`config.mk`:
```
export PLATFORM = sky130hd
export DESIGN_NAME = maze_row_generator_top_flat
export DESIGN_NICKNAME = d
export VERILOG_FILES = /design/src/rtl/core/mrg_pkg.sv /design/src/rtl/core/mrg_intf.sv /design/src/rtl/core/mrg_cell.sv /design/src/rtl/core/maze_row_generator_top.sv /design/src/flat_wrapper.sv
export SDC_FILE = /design/constraint.sdc
export NUM_CORES = 1
export LEC_CHECK = 0
export BUFFER_PORTS_ARGS = -buffer_cell sky130_fd_sc_hd__buf_2
export CAP_MARGIN = 20
export CORE_MARGIN = 2
export CORE_UTILIZATION = 35
export CTS_BUF_LIST = sky130_fd_sc_hd__clkbuf_16
export CTS_CLUSTER_DIAMETER = 60
export DETAILED_ROUTE_END_ITERATION = 7
export RECOVER_POWER = 25
export SYNTH_ARGS = -nofsm -noshare
export SYNTH_HDL_FRONTEND = slang
export SYNTH_SLANG_ARGS = --single-unit
```
`constraint.sdc`:
```
create_clock -name clk -period 7.3 [get_ports clk]
set_clock_uncertainty 0.2 [all_clocks]
set_input_delay 1.095 -clock clk [delete_from_list [all_inputs] [get_ports clk]]
set_output_delay 1.095 -clock clk [all_outputs]
set_load 0.005 [all_outputs]
```
`src/rtl/core/mrg_pkg.sv`:
```
`timescale 1ns / 1ps
`default_nettype none
// ----------------------------------------------------------------------------
// mrg_pkg: shared types and constants of the maze row generator
// Field widths, cell command codes and the cell status bundle.
// ----------------------------------------------------------------------------
package mrg_pkg;

  localparam int MAX_COLUMNS_DEF = 16;
  // columns in use never exceed this, whatever the label store depth
  localparam int WIDTH_LIM       = 16;
  localparam int JOIN_W          = 15;
  localparam int DOWN_W          = 16;
  localparam int CFG_W           = 5;
  localparam logic [CFG_W-1:0] ROW_WIDTH_RST = 5'd16;

  typedef enum logic [2:0] {
    OP_IDLE,
    OP_START,
    OP_ASSIGN,
    OP_JOIN,
    OP_DOWN,
    OP_FINISH
  } cell_op_t;

  typedef enum logic [1:0] {
    TOK_HOLD,
    TOK_SHIFT,
    TOK_LOAD
  } tok_ctl_t;

  typedef struct packed {
    cell_op_t op;
    tok_ctl_t tok;
    logic     force_join;
    logic     lab_free;
  } cell_cmd_t;

  typedef struct packed {
    logic hit;
    logic pend;
    logic tok;
    logic mreq;
    logic rgt;
    logic dn;
  } cell_stat_t;

endpackage
`default_nettype wire

```
`src/rtl/core/mrg_intf.sv`:
```
`timescale 1ns / 1ps
`default_nettype none
// ----------------------------------------------------------------------------
// mrg_intf: beat channels of the maze row generator
// Row request, row result and configuration write, each valid/ready.
// ----------------------------------------------------------------------------
interface mrg_in_if;
  logic                        valid;
  logic                        ready;
  logic [mrg_pkg::JOIN_W-1:0]  join_bits;
  logic [mrg_pkg::DOWN_W-1:0]  down_bits;
  logic                        last_row;

  modport source (output valid, join_bits, down_bits, last_row, input ready);
  modport sink   (input valid, join_bits, down_bits, last_row, output ready);
endinterface

interface mrg_out_if;
  logic                        valid;
  logic                        ready;
  logic [mrg_pkg::JOIN_W-1:0]  right_open;
  logic [mrg_pkg::DOWN_W-1:0]  down_open;
  logic                        row_done_last;

  modport source (output valid, right_open, down_open, row_done_last, input ready);
  modport sink   (input valid, right_open, down_open, row_done_last, output ready);
endinterface

interface mrg_cfg_if;
  logic                        valid;
  logic                        ready;
  logic [mrg_pkg::CFG_W-1:0]   data;

  modport source (output valid, data, input ready);
  modport sink   (input valid, data, output ready);
endinterface
`default_nettype wire

```
`src/rtl/core/mrg_cell.sv`:
```
`timescale 1ns / 1ps
`default_nettype none
// ----------------------------------------------------------------------------
// mrg_cell: one maze column
// Holds the column's set label, carried flag, wall results and the pass
// token with its run flag, which move on to the right-hand neighbour.
// ----------------------------------------------------------------------------
module mrg_cell #(
  parameter int LW       = 4,
  parameter bit IS_FIRST = 1'b0
) (
  input  wire                     clk,
  input  wire                     rst_n,
  input  mrg_pkg::cell_cmd_t      cmd,
  input  wire  [LW-1:0]           cmd_lab,
  input  wire                     merge,
  input  wire  [LW-1:0]           mrg_from,
  input  wire  [LW-1:0]           mrg_to,
  input  wire                     in_use,
  input  wire                     use_right,
  input  wire                     join_bit,
  input  wire                     down_bit,
  input  wire  [LW-1:0]           lab_left,
  input  wire  [LW-1:0]           lab_right,
  input  wire                     tok_in,
  input  wire                     fresh_in,
  input  wire                     pend_seen_in,
  output logic                    pend_seen_out,
  output logic                    fresh_o,
  output logic [LW-1:0]           lab_o,
  output mrg_pkg::cell_stat_t     stat
);

  logic [LW-1:0] lab_r;
  logic          carry_r;
  logic          pend_r;
  logic          tok_r;
  logic          fresh_r;
  logic          rgt_r;
  logic          dn_r;

  logic grant;
  logic diff_right;
  logic fresh_eff;
  logic run_end;
  logic forced_dn;
  logic dn_set;
  logic mreq;

  always_comb begin
    grant         = pend_r & ~pend_seen_in;
    pend_seen_out = pend_seen_in | pend_r;
    diff_right    = (lab_r != lab_right);
    mreq          = tok_r & in_use & use_right & (join_bit | cmd.force_join) & diff_right;
    // a run starts at column 0 or where the label changes
    fresh_eff     = IS_FIRST | (lab_r != lab_left) | fresh_r;
    run_end       = ~use_right | diff_right;
    forced_dn     = fresh_eff & run_end;
    dn_set        = forced_dn | down_bit;
    if (forced_dn) begin
      fresh_o = 1'b1;
    end else if (down_bit) begin
      fresh_o = 1'b0;
    end else begin
      fresh_o = fresh_eff;
    end
    lab_o         = lab_r;
    stat.hit      = carry_r & in_use & (lab_r == cmd_lab);
    stat.pend     = pend_r;
    stat.tok      = tok_r;
    stat.mreq     = mreq;
    stat.rgt      = rgt_r;
    stat.dn       = dn_r;
  end

  // control flags
  always_ff @(posedge clk) begin
    if (!rst_n) begin
      carry_r <= 1'b0;
      pend_r  <= 1'b0;
      tok_r   <= 1'b0;
    end else begin
      case (cmd.op)
        mrg_pkg::OP_START: begin
          pend_r <= in_use & ~carry_r;
        end
        mrg_pkg::OP_ASSIGN: begin
          if (grant && cmd.lab_free) begin
            pend_r <= 1'b0;
          end
        end
        mrg_pkg::OP_FINISH: begin
          carry_r <= dn_r;
        end
        default: begin
        end
      endcase
      case (cmd.tok)
        mrg_pkg::TOK_LOAD:  tok_r <= IS_FIRST;
        mrg_pkg::TOK_SHIFT: tok_r <= tok_in;
        default:            tok_r <= tok_r;
      endcase
    end
  end

  // label and row results
  always_ff @(posedge clk) begin
    case (cmd.op)
      mrg_pkg::OP_START: begin
        rgt_r <= 1'b0;
        dn_r  <= 1'b0;
      end
      mrg_pkg::OP_ASSIGN: begin
        if (grant && cmd.lab_free) begin
          lab_r <= cmd_lab;
        end
      end
      mrg_pkg::OP_JOIN: begin
        if (merge && in_use && (lab_r == mrg_from)) begin
          lab_r <= mrg_to;
        end
        if (mreq) begin
          rgt_r <= 1'b1;
        end
      end
      mrg_pkg::OP_DOWN: begin
        if (tok_r && in_use && dn_set) begin
          dn_r <= 1'b1;
        end
      end
      default: begin
      end
    endcase
    case (cmd.tok)
      mrg_pkg::TOK_LOAD:  fresh_r <= 1'b1;
      mrg_pkg::TOK_SHIFT: fresh_r <= fresh_in;
      default:            fresh_r <= fresh_r;
    endcase
  end

endmodule
`default_nettype wire

```
`src/rtl/core/maze_row_generator_top.sv`:
```
`timescale 1ns / 1ps
`default_nettype none
// Sequence: accept, a label pass trying labels upward from 0 until every new
//   cell has one, a join pass, then a down pass (a closing join pass on the
//   last row), then the result step into the output register.
// Flow: one row at a time; a result still waiting downstream holds the result
//   step.
// Reset: carried mask cleared, row_width 16, labels undefined until assigned.
// ----------------------------------------------------------------------------
// maze_row_generator_top: Eller maze generator, one row per beat
// Controller and output register around a chain of column cells.
// ----------------------------------------------------------------------------
module maze_row_generator_top #(
  parameter int MAX_COLUMNS = mrg_pkg::MAX_COLUMNS_DEF
) (
  input  wire         clk,
  input  wire         rst_n,
  mrg_in_if.sink      in_chan,
  mrg_out_if.source   out_chan,
  mrg_cfg_if.sink     cfg_chan
);

  localparam int NCELL = (MAX_COLUMNS < mrg_pkg::WIDTH_LIM) ? MAX_COLUMNS
                                                            : mrg_pkg::WIDTH_LIM;
  localparam int LW    = $clog2(MAX_COLUMNS);
  localparam int CW    = $clog2(NCELL);
  localparam int WW    = mrg_pkg::CFG_W;
  localparam logic [WW-1:0] NCELL_W = WW'(NCELL);

  typedef enum logic [2:0] {
    S_IDLE,
    S_ASSIGN,
    S_JOIN,
    S_FJOIN,
    S_DOWN,
    S_DONE
  } state_t;

  state_t                        state_r;
  logic [CW-1:0]                 cnt_r;
  logic [LW-1:0]                 lab_cnt_r;
  logic [mrg_pkg::JOIN_W-1:0]    join_r;
  logic [mrg_pkg::DOWN_W-1:0]    down_r;
  logic                          last_r;
  logic [WW-1:0]                 row_width_r;
  logic                          out_valid_r;
  logic [mrg_pkg::JOIN_W-1:0]    out_right_r;
  logic [mrg_pkg::DOWN_W-1:0]    out_down_r;
  logic                          out_last_r;

  mrg_pkg::cell_cmd_t            cmd;
  mrg_pkg::cell_stat_t           stat_vec [NCELL];
  logic [LW-1:0]                 lab_vec  [NCELL];
  logic [NCELL-1:0]              fresh_vec;
  logic [NCELL:0]                seen_vec;
  logic [NCELL-1:0]              use_vec;
  logic [NCELL-1:0]              hit_vec;
  logic [NCELL-1:0]              pend_vec;
  logic [NCELL-1:0]              tok_vec;
  logic [NCELL-1:0]              mreq_vec;

  logic [WW-1:0]                 eff_w;
  logic [WW-1:0]                 cnt_ext;
  logic                          join_end;
  logic                          down_end;
  logic                          accept;
  logic                          out_free;
  logic                          merge;
  logic [LW-1:0]                 mrg_from;
  logic [LW-1:0]                 mrg_to;
  logic [mrg_pkg::JOIN_W-1:0]    right_nxt;
  logic [mrg_pkg::DOWN_W-1:0]    down_nxt;

  assign in_chan.ready        = rst_n && (state_r == S_IDLE);
  assign cfg_chan.ready       = rst_n;
  assign out_chan.valid       = out_valid_r;
  assign out_chan.right_open  = out_right_r;
  assign out_chan.down_open   = out_down_r;
  assign out_chan.row_done_last = out_last_r;

  always_comb begin
    if (row_width_r < WW'(2)) begin
      eff_w = WW'(2);
    end else if (row_width_r > NCELL_W) begin
      eff_w = NCELL_W;
    end else begin
      eff_w = row_width_r;
    end
    cnt_ext  = WW'(cnt_r);
    join_end = (cnt_ext == eff_w - WW'(2));
    down_end = (cnt_ext == eff_w - WW'(1));
    accept   = in_chan.valid & in_chan.ready;
    out_free = ~out_valid_r | out_chan.ready;
  end

  always_comb begin
    merge     = |mreq_vec;
    mrg_from  = '0;
    mrg_to    = '0;
    right_nxt = '0;
    down_nxt  = '0;
    for (int i = 0; i < NCELL; i++) begin
      hit_vec[i]  = stat_vec[i].hit;
      pend_vec[i] = stat_vec[i].pend;
      tok_vec[i]  = stat_vec[i].tok;
      mreq_vec[i] = stat_vec[i].mreq;
      use_vec[i]  = (WW'(i) < eff_w);
      down_nxt[i] = stat_vec[i].dn;
      if (tok_vec[i]) begin
        mrg_to = mrg_to | lab_vec[i];
      end
      if (i < NCELL - 1) begin
        right_nxt[i] = stat_vec[i].rgt;
        if (tok_vec[i]) begin
          mrg_from = mrg_from | lab_vec[i+1];
        end
      end
    end
  end

  always_comb begin
    cmd.op         = mrg_pkg::OP_IDLE;
    cmd.tok        = mrg_pkg::TOK_HOLD;
    cmd.force_join = 1'b0;
    cmd.lab_free   = ~|hit_vec;
    case (state_r)
      S_IDLE: begin
        if (accept) begin
          cmd.op  = mrg_pkg::OP_START;
          cmd.tok = mrg_pkg::TOK_LOAD;
        end
      end
      S_ASSIGN: begin
        if (|pend_vec) begin
          cmd.op = mrg_pkg::OP_ASSIGN;
        end
      end
      S_JOIN: begin
        cmd.op  = mrg_pkg::OP_JOIN;
        cmd.tok = join_end ? mrg_pkg::TOK_LOAD : mrg_pkg::TOK_SHIFT;
      end
      S_FJOIN: begin
        cmd.op         = mrg_pkg::OP_JOIN;
        cmd.tok        = mrg_pkg::TOK_SHIFT;
        cmd.force_join = 1'b1;
      end
      S_DOWN: begin
        cmd.op  = mrg_pkg::OP_DOWN;
        cmd.tok = mrg_pkg::TOK_SHIFT;
      end
      S_DONE: begin
        if (out_free) begin
          cmd.op = mrg_pkg::OP_FINISH;
        end
      end
      default: begin
      end
    endcase
  end

  assign seen_vec[0] = 1'b0;

  for (genvar i = 0; i < NCELL; i++) begin : g_cell
    logic [LW-1:0] lab_left;
    logic [LW-1:0] lab_right;
    logic          use_right;
    logic          join_bit;
    logic          tok_in;
    logic          fresh_in;

    if (i == 0) begin : g_first
      assign lab_left = lab_vec[0];
      assign tok_in   = 1'b0;
      assign fresh_in = 1'b1;
    end else begin : g_mid
      assign lab_left = lab_vec[i-1];
      assign tok_in   = tok_vec[i-1];
      assign fresh_in = fresh_vec[i-1];
    end

    if (i == NCELL - 1) begin : g_end
      assign lab_right = lab_vec[i];
      assign use_right = 1'b0;
    end else begin : g_inner
      assign lab_right = lab_vec[i+1];
      assign use_right = use_vec[i+1];
    end

    if (i < mrg_pkg::JOIN_W) begin : g_join
      assign join_bit = join_r[i];
    end else begin : g_nojoin
      assign join_bit = 1'b0;
    end

    mrg_cell #(
      .LW       (LW),
      .IS_FIRST (i == 0)
    ) u_cell (
      .clk           (clk),
      .rst_n         (rst_n),
      .cmd           (cmd),
      .cmd_lab       (lab_cnt_r),
      .merge         (merge),
      .mrg_from      (mrg_from),
      .mrg_to        (mrg_to),
      .in_use        (use_vec[i]),
      .use_right     (use_right),
      .join_bit      (join_bit),
      .down_bit      (down_r[i]),
      .lab_left      (lab_left),
      .lab_right     (lab_right),
      .tok_in        (tok_in),
      .fresh_in      (fresh_in),
      .pend_seen_in  (seen_vec[i]),
      .pend_seen_out (seen_vec[i+1]),
      .fresh_o       (fresh_vec[i]),
      .lab_o         (lab_vec[i]),
      .stat          (stat_vec[i])
    );
  end

  always_ff @(posedge clk) begin
    if (!rst_n) begin
      state_r     <= S_IDLE;
      out_valid_r <= 1'b0;
      row_width_r <= mrg_pkg::ROW_WIDTH_RST;
      cnt_r       <= '0;
      lab_cnt_r   <= '0;
    end else begin
      if (cfg_chan.valid) begin
        row_width_r <= cfg_chan.data;
      end
      // in S_DONE a taken beat is always replaced by the new row
      if (out_valid_r && out_chan.ready && (state_r != S_DONE)) begin
        out_valid_r <= 1'b0;
      end
      case (state_r)
        S_IDLE: begin
          if (accept) begin
            join_r    <= in_chan.join_bits;
            down_r    <= in_chan.down_bits;
            last_r    <= in_chan.last_row;
            lab_cnt_r <= '0;
            state_r   <= S_ASSIGN;
          end
        end
        S_ASSIGN: begin
          // one candidate label a cycle until every fresh cell has one
          if (|pend_vec) begin
            lab_cnt_r <= lab_cnt_r + LW'(1);
          end else begin
            cnt_r   <= '0;
            state_r <= S_JOIN;
          end
        end
        S_JOIN: begin
          if (join_end) begin
            cnt_r   <= '0;
            state_r <= last_r ? S_FJOIN : S_DOWN;
          end else begin
            cnt_r <= cnt_r + CW'(1);
          end
        end
        S_FJOIN: begin
          if (join_end) begin
            state_r <= S_DONE;
          end else begin
            cnt_r <= cnt_r + CW'(1);
          end
        end
        S_DOWN: begin
          if (down_end) begin
            state_r <= S_DONE;
          end else begin
            cnt_r <= cnt_r + CW'(1);
          end
        end
        S_DONE: begin
          if (out_free) begin
            out_right_r <= right_nxt;
            out_down_r  <= down_nxt;
            out_last_r  <= last_r;
            out_valid_r <= 1'b1;
            state_r     <= S_IDLE;
          end
        end
        default: begin
          state_r <= S_IDLE;
        end
      endcase
    end
  end

  // pass token is alone on the chain while a pass runs
  a_tok_onehot: assert property (@(posedge clk) disable iff (!rst_n)
    (state_r == S_JOIN || state_r == S_FJOIN || state_r == S_DOWN) |-> $onehot(tok_vec))
    else $error("pass token not one-hot");

  a_labels_done: assert property (@(posedge clk) disable iff (!rst_n)
    (state_r == S_JOIN) |-> (pend_vec == '0))
    else $error("join pass started with unlabelled cells");

  a_out_from_done: assert property (@(posedge clk) disable iff (!rst_n)
    $rose(out_valid_r) |-> $past(state_r == S_DONE))
    else $error("result beat raised outside row completion");

  a_last_no_down: assert property (@(posedge clk) disable iff (!rst_n)
    (out_valid_r && out_last_r) |-> (out_down_r == '0))
    else $error("closing row opened a floor");

endmodule
`default_nettype wire
```
`src/flat_wrapper.sv`:
```
// flat-port wrapper written by rule: the top's interface ports become plain ports
module maze_row_generator_top_flat 
#(
  parameter int MAX_COLUMNS = mrg_pkg::MAX_COLUMNS_DEF
)
  (clk, rst_n, in_chan_valid, in_chan_join_bits, in_chan_down_bits, in_chan_last_row, in_chan_ready, out_chan_valid, out_chan_right_open, out_chan_down_open, out_chan_row_done_last, out_chan_ready, cfg_chan_valid, cfg_chan_data, cfg_chan_ready);
  mrg_in_if in_chan_i ();
  mrg_out_if out_chan_i ();
  mrg_cfg_if cfg_chan_i ();
  input  wire clk;
  input  wire rst_n;
  input wire logic [$bits(in_chan_i.valid)-1:0] in_chan_valid;
  input wire logic [$bits(in_chan_i.join_bits)-1:0] in_chan_join_bits;
  input wire logic [$bits(in_chan_i.down_bits)-1:0] in_chan_down_bits;
  input wire logic [$bits(in_chan_i.last_row)-1:0] in_chan_last_row;
  output wire logic [$bits(in_chan_i.ready)-1:0] in_chan_ready;
  output wire logic [$bits(out_chan_i.valid)-1:0] out_chan_valid;
  output wire logic [$bits(out_chan_i.right_open)-1:0] out_chan_right_open;
  output wire logic [$bits(out_chan_i.down_open)-1:0] out_chan_down_open;
  output wire logic [$bits(out_chan_i.row_done_last)-1:0] out_chan_row_done_last;
  input wire logic [$bits(out_chan_i.ready)-1:0] out_chan_ready;
  input wire logic [$bits(cfg_chan_i.valid)-1:0] cfg_chan_valid;
  input wire logic [$bits(cfg_chan_i.data)-1:0] cfg_chan_data;
  output wire logic [$bits(cfg_chan_i.ready)-1:0] cfg_chan_ready;
  assign in_chan_i.valid = in_chan_valid;
  assign in_chan_i.join_bits = in_chan_join_bits;
  assign in_chan_i.down_bits = in_chan_down_bits;
  assign in_chan_i.last_row = in_chan_last_row;
  assign in_chan_ready = in_chan_i.ready;
  assign out_chan_valid = out_chan_i.valid;
  assign out_chan_right_open = out_chan_i.right_open;
  assign out_chan_down_open = out_chan_i.down_open;
  assign out_chan_row_done_last = out_chan_i.row_done_last;
  assign out_chan_i.ready = out_chan_ready;
  assign cfg_chan_i.valid = cfg_chan_valid;
  assign cfg_chan_i.data = cfg_chan_data;
  assign cfg_chan_ready = cfg_chan_i.ready;
  maze_row_generator_top #(.MAX_COLUMNS(MAX_COLUMNS)) u_core (.clk(clk), .rst_n(rst_n), .in_chan(in_chan_i), .out_chan(out_chan_i), .cfg_chan(cfg_chan_i));
endmodule
```
Word level (Yosys, flattened, before mapping). Index checks and enable logic that the tools add are counted.

Bits in registers: 239. Bits of input ports: 42. Output and inout port bits: 35. Logic and storage cells: 1009.

Add/subtract/negate cells: 4. Order comparisons: 18. Equal/unequal tests: 149. Mux-type cells: 262. Bitwise logic cells: 290. Reduce and logical (&&, ||, !) cells: 165.

Operator list (number): 2-to-1 mux 4 bit (69); one-hot mux 1 bit (2 select lines) (78); AND 1 bit (138); one-hot mux 4 bit (2 select lines) (17); != test 2 bit, second input constant (66); equality test 4 bit (32); != test 4 bit (30); bitwise OR 4 bit (29); AND reduction 2 bit (47); logical AND 1 bit (83); 2-to-1 mux 1 bit (81); bitwise OR 1 bit (76); AND reduction 3 bit (19); NOT 1 bit (47); less-than comparator 4 x 5 -> 1 bit, first input constant (8); OR reduction 16 bit (2); 2-to-1 mux 3 bit (9); less-than comparator 3 x 5 -> 1 bit, first input constant (4); one-hot mux 3 bit (6 select lines) (1); one-hot mux 4 bit (4 select lines) (1); one-hot mux 3 bit (5 select lines) (1); OR reduction 15 bit (1); equality test 3 x 2 -> 1 bit, second input constant (4); equality test 3 bit, second input constant (4); 23 further kinds (41).

Depth between registers and ports, before layout. Gate-level depths: netlist of the first run.

Depth in word-level cells: 33. Mapped depth: 16. Mapped depth without buffers: 12.

Modules after synthesis. From an unflattened synthesis of the first run, not the netlist that was laid out.

Cell total of the unflattened synthesis: 1604. Area total of the unflattened synthesis: 16468.3 um^2.

By module, submodules not included: mrg_cell at u_core.g_cell[10].u_cell ... (instances 15, cells an instance 79, area each 779.5 um^2, seq. area each 270.3 um^2); maze_row_generator_top (instances 1, cells an instance 353, area each 4100.2 um^2, seq. area each 2262.2 um^2); mrg_cell at u_core.g_cell[0].u_cell (instances 1, cells an instance 66, area each 675.6 um^2, seq. area each 240.2 um^2).

Worst setup path before layout of the first run. Ideal clock, no wire load.

Path kind: input port to flip-flop. Start: input port rst_n. End: register u_core.g_cell[0].u_cell.tok_r. Library setup time: 0.131 ns. Data arrival time: 4.348 ns. Setup slack: 2.620 ns. Cell stages on the path: 11. Path buffers: 3. Cells stage by stage: nor4b_1 -> nand2_1 -> inv_1 -> clkbuf_1 -> a21oi_1 -> ha_1 -> clkbuf_1 -> clkbuf_1 -> inv_1 -> nor2_1 -> nor3b_1.

Cells in the longest elaborated chain, start to end: 6.

Ends and longest elaborated chain: start, declared (RTL line flat_wrapper.sv:11) `input wire rst_n;`; logical AND 1 bit (RTL line maze_row_generator_top.sv:74) `assign in_chan.ready = rst_n && (state_r == S_IDLE);`; AND 1 bit (RTL line maze_row_generator_top.sv:92) `accept = in_chan.valid & in_chan.ready;`; 2-to-1 mux 3 bit (RTL line maze_row_generator_top.sv:128) `if (accept) begin`; one-hot mux 2 bit (3 select lines) (RTL line maze_row_generator_top.sv:126) `case (state_r)`; equality test 2 x 1 -> 1 bit or equality test 2 bit (tied branches) (RTL line mrg_cell.sv:98) `case (cmd.tok)`; one-hot mux 1 bit (2 select lines) or nonzero test 2 bit (tied branches); end signal, assigned (RTL line mrg_cell.sv:100) `mrg_pkg::TOK_SHIFT: tok_r <= tok_in;`; end signal, assigned (RTL line mrg_cell.sv:101) `default: tok_r <= tok_r;`; end, declared (RTL line mrg_cell.sv:37) `logic tok_r;`.

Parallel ways exist; a longest one is shown, timed or not. A chain may end at the register's enable or synchronous reset.

Worst setup path after layout of the first run. Ends and elaborated chain as after synthesis.

==> results of run 1 <==
[synth_stat cells (all sizes together), types with 8 or more instances]
master	n	area share
xnor2	70	0.048
nand2b	16	0.0078
clkbuf	90	0.026
a21boi	20	0.012
nor3	33	0.014
nand3	37	0.014
a21oi	33	0.013
ha	11	0.011
xor2	127	0.086
dfxtp	65	0.10
nor2	75	0.022
nor2b	38	0.018
o21ai	55	0.022
buf	40	0.016
or3	17	0.0090
nand2	89	0.026
o211ai	8	0.0047
nand4	27	0.014
a22oi	57	0.033
inv	18	0.0052
edfxtp	174	0.41
nor4	33	0.016
o31ai	9	0.0052
a21o	10	0.0058
[flip-flops by register name, summed over array words and instances, names as in the netlist, 3 cells and up]
signal	cells
u_core.out_chan.down_open	16
u_core.g_cell.u_cell.dn_r	16
u_core.join_r	15
u_core.g_cell.u_cell.rgt_r	15
u_core.g_cell.u_cell.fresh_r	15
u_core.state_r	3
u_core.down_r	16
u_core.row_width_r	5
u_core.cnt_r	4
u_core.g_cell.u_cell.pend_r	16
u_core.g_cell.u_cell.lab_o	64
u_core.g_cell.u_cell.carry_r	16
u_core.out_chan.right_open	15
u_core.lab_cnt_r	4
u_core.g_cell.u_cell.tok_r	16
[cells by family (layout without fill, tap and decap cells)]
group	after synthesis	in the layout	synth area share
compound gates	257	257	0.138
xor+xnor	198	198	0.136
fa+ha+maj	11	11	0.0107
buf+inv	148	179	0.0474
flops	239	239	0.506
mux	5	5	0.00388
simple gates	394	394	0.159
[final cells by class]
| class | instances | area (µm²) |
|---|---|---|
| clock buffer | 28 | 701 |
| clock inverter | 24 | 240 |
| fill | 3548 | 21900 |
| inverter | 18 | 67.6 |
| multi-input combinational | 865 | 5770 |
| sequential | 239 | 6530 |
| tap | 468 | 586 |
| timing repair buffer | 109 | 614 |
[worst max-delay path, cell delays in order]
cell	delay [ns]
buf_2	0.08
clkbuf_1	1.99
nor4b_1	0.50
nand2_1	0.11
buf_4	0.29
inv_2	0.12
a21oi_1	0.05
ha_1	0.77
inv_1	0.56
nor2_1	0.21
nor3b_1	0.06
[where the power goes]
part / switching (W) / internal [W]
clock: 0.000577 / 0.000844
sequential: 0.000149 / 0.00164
combinational: 0.000653 / 0.000306
total: 0.00138 / 0.00279
[final timing paths]
path / startpoint / endpoint / slack, ns / cells past startpoint
worst min-delay path: u_core.g_cell[12].u_cell.rgt_r / u_core.out_chan.right_open[12] / 0.21 / 0
worst max register to register: u_core.row_width_r[2] / u_core.g_cell[12].u_cell.lab_o[3] / 1.94 / 11
worst max-delay path: rst_n / u_core.g_cell[0].u_cell.tok_r / 1.62 / 11
worst min register to register: u_core.g_cell[12].u_cell.rgt_r / u_core.out_chan.right_open[12] / 0.21 / 0
[per-layer routing]
layer	vias to the layer above	track usage	routed length, µm	share of wire
li1	4521	-	-	-
met1	5026	0.307	18100	0.40
met2	726	0.349	19600	0.43
met3	164	0.0566	4860	0.11
met4	0	0.113	2490	0.055
met5	-	0	0	0
[through the flow]
| step | setup slack [ns] | util |
|---|---|---|
| floorplan | 2.62 | - |
| global placement | 2.31 | 0.371 |
| detailed placement | 2.14 | 0.372 |
| CTS | 2.08 | 0.398 |
| global route | 1.20 | 0.398 |
| finish | 1.62 | 0.398 |
==> flow_summary.toml, run 1 <==
[status]
status = "finished with violations"
violations = "max-capacitance violations, max-slew violations"

[finish]
design_area_mm2 = 0.0145
final_cell_mix = "174 x edfxtp_1, 127 x xor2_1, 89 x nand2_1"
diodes = 0
area_delta_synth_final_pct = 12.4
layout-drive-gt1-share = 0.136
nNetsFinal = 1314
fin_cells = 1751
layout_commonest_cell = "edfxtp_1"

[floorplan]
start_util = 0.354
fp.dieH_um = 196
ios = 77
rows = 70
dieWidth_um = 196
core_mm2 = 0.0364
dieArea_mm2 = 0.0384

[global_routing]
grt_max_degree = 69
grt_first_pass_wirelength_um = 65600
grt_pass1_vias = 9952
grt_overflow = 0
antenna_found_initial = 1
grt_usage = 0.230

[worst_setup_path]
cp-end-kind = "flop"
crit_required_ns = 7.52
start_kind = "input port"
worstPathArrival_ns = 5.90
criticalPathCategory = "in -> reg"
cp_max_fo = 68

[place]
portBuffers = 76
gp_congestion = 1.00
place_area_mm2 = 0.0136
dp.cells = 1696
hpwl_um = 32000

[route]
vias = 10400
wirelength_um = 45100
drc = 0
ant_nets = 0
first_pass_iters = 8
wire_per_inst_um = 25.7
drt-initial-drc-count = 1562
via_per_inst = 5.96

[pwr]
vdd_drop_max_mv = 0.183
total_power_w = 0.00417
power_density_mw_per_mm2 = 287
p_leak_nw = 5.05

[cts]
hold_buffers = 0
cts.repair.resized = 0
clk_path_buf_depth = 3
clockRootBuffer = "clkbuf_16"
postCtsSetupRepairBufs = 0
insertion_delay_ns = 0.56
cts_made_buffers = 28
clock_sinks = 239
htree_levels = 1
cts_tree = "built"
clk_pin_slew_ns = 0.06

[yosys]
ys_types = 66
async_flop_share = 0
postSynthCellCount = 1252
synth-main-ff-cell = "edfxtp_1"
synth_area_mm2 = 0.0129
synth.avg_cell_area_um2 = 10.3
synth-seq-cells = 239
syn_nets = 1305
ys.warnings.count = 0
synth-seq-area-share = 0.506
synth-edff-count = 174

[flow_run]
cap_violations = 2

[timing]
rsz0062_at_grt = "no"
final_hold_viol_count = 0
fin_crit_sh = 0.778
setup-violations-final = 0
slew_headroom = -0.888
hold_ws_ns = 0.206
setup_tns_ns = 0
slew_viol_final = 99
max_freq_mhz = 176
fin_crit_ns = 5.68
worstMarginPinSlew_ns = 2.83

[worst_hold_path]
hp-class = "reg -> reg"
(Power assumes the default switching activity.)
==> run 2: changes to the inputs <==
==> constraint.sdc (replaced) <==
create_clock -name clk -period 5.9 [get_ports clk]
set_clock_uncertainty 0.2 [all_clocks]
set_input_delay 0.885 -clock clk [delete_from_list [all_inputs] [get_ports clk]]
set_output_delay 0.885 -clock clk [all_outputs]
set_load 0.005 [all_outputs]
==> run 2 against run 1 <==
Net effect:
- the flow still finishes with violations (max-capacitance violations, max-slew violations)
- cell count is the same
- total power grew 23%
- first-iteration DRC count shrank 24%
- worst hold slack gained 0.0090 ns
- flip-flop and latch count is the same
- sequential share of layout area grew 0.078 points
- sequential power grew 25%
- combinational power grew 19%
- critical path depth shrank 8
- clock-buffer cell count shrank 1
- critical path type is now in -> out
- largest cell class unchanged
- largest power group unchanged
==> flow_summary.toml, run 2 (synthesis gave the netlist of run 1 again) <==
[pwr]
p_clk_frac = 0.341
internal-power_w = 0.00345
combPwrFrac = 0.223
vdd_drop_max_mv = 0.284
power_density_mw_per_mm2 = 354
p_leak_nw = 5.01
switching_share = 0.326
net-switching-power_w = 0.00167
seq_power_share = 0.437

[route]
wirelength_um = 46400
via_per_inst = 5.95
vias = 10400
first_pass_iters = 5
wire_per_inst_um = 26.5
drt-initial-drc-count = 1194
drc = 0
ant_nets = 0

[timing]
final_hold_viol_count = 0
slew_viol_final = 113
worstMarginPinSlew_ns = 2.93
setup-violations-final = 0
max_freq_mhz = 222
fin_crit_sh = 0.764
rsz0062_at_grt = "no"
setup_tns_ns = 0
slew_headroom = -0.951
fin_crit_ns = 4.51

[global_routing]
antenna_found_initial = 2
grt_first_pass_wirelength_um = 66700
grt_overflow = 0
grt_usage = 0.237
grt_pass1_vias = 9667
grt_max_degree = 68

[worst_setup_path]
ff2ff_path_depth = 11
cp-end-kind = "output pin"
worstPathArrival_ns = 3.42
start_kind = "input port"
cp_max_fo = 67
criticalPathCategory = "in -> out"
crit_required_ns = 4.82

[floorplan]
fp.dieH_um = 196
rows = 70
start_util = 0.354
ios = 77
core_mm2 = 0.0364
dieWidth_um = 196
dieArea_mm2 = 0.0384

[cts]
clockRootBuffer = "clkbuf_16"
cts_tree = "built"
clk_pin_slew_ns = 0.06
postCtsSetupRepairBufs = 0
insertion_delay_ns = 0.55
cts_made_buffers = 27
hold_buffers = 0
cts.repair.resized = 0
clock_sinks = 239
clk_path_buf_depth = 3
htree_levels = 1

[finish]
area_delta_synth_final_pct = 12.2
post-route-util = 0.397
layout-drive-gt1-share = 0.123
design_area_mm2 = 0.0145
final_cell_mix = "174 x edfxtp_1, 127 x xor2_1, 89 x nand2_1"
nNetsFinal = 1315
largest_reg_flops = 64
layout_commonest_cell = "edfxtp_1"
diodes = 0

[status]
violations = "max-capacitance violations, max-slew violations"
status = "finished with violations"

[place]
portBuffers = 76
place_area_mm2 = 0.0136
gp_congestion = 1.02
hpwl_um = 33200

[worst_hold_path]
hp-class = "reg -> reg"
whs_path_depth = 0

[flow_run]
cap_violations = 2
-- run 2: path summary, 6_finish.rpt --
check,endpoint,from,slack [ns]
worst max-delay path,cfg_chan_ready,rst_n,1.39
worst min-delay path,u_core.out_chan.right_open[7],u_core.g_cell[7].u_cell.rgt_r,0.22
worst max register to register,u_core.g_cell[10].u_cell.lab_o[0],u_core.row_width_r[3],1.46
worst min register to register,u_core.out_chan.right_open[7],u_core.g_cell[7].u_cell.rgt_r,0.22
-- run 2: stage by stage --
stage | power, W | cells | hold slack (ns) | setup slack, ns
after floorplan | 0.00295 | 1252 | 0.200 | 1.43
after global placement | 0.00337 | 1700 | 0.207 | 1.64
after detailed placement | 0.00338 | 1701 | 0.205 | 1.63
after CTS | 0.00511 | 1751 | 0.219 | 1.60
after global routing | 0.00529 | 1751 | 0.224 | 1.18
final | 0.00512 | 1751 | 0.215 | 1.39
-- run 2: worst max-delay path, stage by stage --
cell      delay (ns)
buf_2           0.09
clkbuf_1        2.06
buf_2           0.39
-- run 2: final cells by class --
class,count,area [µm²]
timing repair buffer,111,613
clock buffer,27,676
inverter,18,67.6
tap,468,586
multi-input combinational,865,5770
clock inverter,23,241
sequential,239,6530
fill,3539,22000
-- run 2: metal layers --
layer  routed length (µm)  track usage
met5                   24            0
met4                 2170        0.101
met3                 5320       0.0529
met2                20200        0.360
met1                18700        0.326
-- run 2: power by group through the flow --
stage	logic, W	clock network, W	registers (W)
CTS	0.00112	0.00176	0.00223
global route	0.00123	0.00182	0.00224
global placement	0.00110	0	0.00226
finish	0.00114	0.00175	0.00224
detailed placement	0.00111	0	0.00226
floorplan	0.000846	0	0.00210
==> run 3: changes to the inputs <==
==> constraint.sdc (replaced) <==
create_clock -name clk -period 4.34 [get_ports clk]
set_clock_uncertainty 0.2 [all_clocks]
set_input_delay 0.651 -clock clk [delete_from_list [all_inputs] [get_ports clk]]
set_output_delay 0.651 -clock clk [all_outputs]
set_load 0.005 [all_outputs]
==> run 3 against run 2 <==
Net effect:
- the flow still finishes with violations (max-capacitance violations, max-slew violations)
- sequential share of layout area decreased by 0.40 points
- clock-buffer cell count increased by 1
- register-to-register slack got worse by 1.2 ns
- largest cell class unchanged
- routed wire length decreased by 2.4%
- flip-flop and latch count unchanged
- cell count increased by 0.97%
==> flow_summary.toml, run 3 (synthesis gave the netlist of run 1 again) <==
[status]
status = "finished with violations"
violations = "max-capacitance violations, max-slew violations"

[global_routing]
grt_usage = 0.233
antenna_found_initial = 2
grt_pass1_vias = 9998
grt_max_degree = 68
grt_first_pass_wirelength_um = 66500
grt_overflow = 0

[worst_setup_path]
slowest_delay_ns = 0.51
ff2ff_path_depth = 11
start_kind = "flop"
r2r_setup_slack_ns = 0.26
worst_path_max_delay_cell = "or3_4"
rr_startpoint = "u_core.row_width_r[1]"
cp_max_fo = 11
crit_chain = "o21ai_0, ha_1, nor2b_1, a21oi_1, buf_4, nor3_1, nor4_1, nand4_1, or3_4, nor3_2, a31o_2"
cp-end-kind = "flop"
criticalPathCategory = "reg -> reg"
crit_required_ns = 4.39
worstPathArrival_ns = 4.13
r2r_end = "u_core.g_cell[10].u_cell.lab_o[0]"

[pwr]
total_power_w = 0.00695
vdd_drop_max_mv = 0.194
p_leak_nw = 5.09
power_density_mw_per_mm2 = 476

[timing]
slew_headroom = -0.905
final_hold_viol_count = 0
rsz0062_at_grt = "no"
worstMarginPinSlew_ns = 2.86
fin_crit_sh = 0.940
setup_tns_ns = 0
max_freq_mhz = 245
setup-violations-final = 0
fin_crit_ns = 4.08
slew_viol_final = 68

[route]
drt-initial-drc-count = 1479
drc = 0
wire_per_inst_um = 25.6
first_pass_iters = 8
via_per_inst = 5.95
wirelength_um = 45300
ant_nets = 0
vias = 10500

[worst_hold_path]
hold_path_end = "u_core.join_r[4]"
whs_path_depth = 1
hold_path.startpoint = "in_chan_join_bits[4]"
hp-class = "in -> reg"

[cts]
hold_buffers = 0
postCtsSetupRepairBufs = 0
htree_levels = 1
cts_tree = "built"
clock_sinks = 239
insertion_delay_ns = 0.56
clockRootBuffer = "clkbuf_16"
cts.repair.resized = 0
clk_path_buf_depth = 3
clk_pin_slew_ns = 0.06
cts_made_buffers = 28

[floorplan]
dieWidth_um = 196
rows = 70
fp.dieH_um = 196
start_util = 0.354
dieArea_mm2 = 0.0384
core_mm2 = 0.0364
ios = 77

[finish]
layout-drive-gt1-share = 0.138
num-fill-cells = 3513
final_cell_mix = "174 x edfxtp_1, 127 x xor2_1, 89 x nand2_1"
nNetsFinal = 1332
largest_reg_flops = 64
layout_commonest_cell = "edfxtp_1"
post-route-util = 0.401
multiInputGateArea_mm2 = 0.00577
seqCellArea_mm2 = 0.00653
area_delta_synth_final_pct = 13.2

[place]
gp_congestion = 1.00
hpwl_um = 33000
portBuffers = 76

[flow_run]
cap_violations = 1
[run 3: power by group]
part           total, W  leakage (nW)  switching, W  internal, W
clock           0.00230         0.469      0.000938      0.00136
sequential      0.00301          2.09      0.000262      0.00275
combinational   0.00164          2.53       0.00109     0.000555
total           0.00695          5.09       0.00229      0.00466
[run 3: how the worst max path moves through the flow]
stage,endpoint,depth (start not counted),start,slack (ns)
after global placement,u_core.g_cell[10].u_cell.lab_o[1],11,u_core.row_width_r[1],0.50
after floorplan,u_core.g_cell[0].u_cell.tok_r,11,rst_n,0.10
final,u_core.g_cell[10].u_cell.lab_o[0],11,u_core.row_width_r[1],0.26
after CTS,u_core.g_cell[10].u_cell.lab_o[2],11,u_core.row_width_r[1],0.36
after detailed placement,u_core.g_cell[10].u_cell.lab_o[2],11,u_core.row_width_r[1],0.41
after global routing,u_core.g_cell[10].u_cell.lab_o[2],11,u_core.row_width_r[1],0.07
[run 3: final cells by class]
type	instances	share of cell area
clock inverter	22	0.0146
tap	468	0.0401
antenna	1	0.000171
sequential	239	0.447
multi-input combinational	865	0.395
timing repair buffer	127	0.0509
clock buffer	28	0.0480
inverter	18	0.00463
[run 3: critical path: cells and delay by family, from the launching register on]
family                   cells  cell delay [ns]
buffers and inverters        1             0.22
flip-flops                   1             0.36
AND/OR/NAND/NOR              6             1.68
adder cells (fa/ha/maj)      1             0.33
AO/OA/AOI/OAI                3             0.97
[run 3: routing by layer]
layer	vias to the layer above	track usage	share of wire
met5	-	0	0.00071
met4	4	0.116	0.059
met3	191	0.0473	0.099
met2	644	0.355	0.44
met1	5123	0.315	0.41
li1	4555	-	-
[run 3: through the flow]
stage	cells	hold WS, ns	setup WS, ns	area, µm²
floorplan	1252	0.200	0.104	12900
global placement	1716	0.205	0.504	13700
detailed placement	1716	0.205	0.414	13700
CTS	1766	0.0439	0.363	14600
global route	1767	0.0451	0.0654	14600
finish	1768	0.0643	0.261	14600
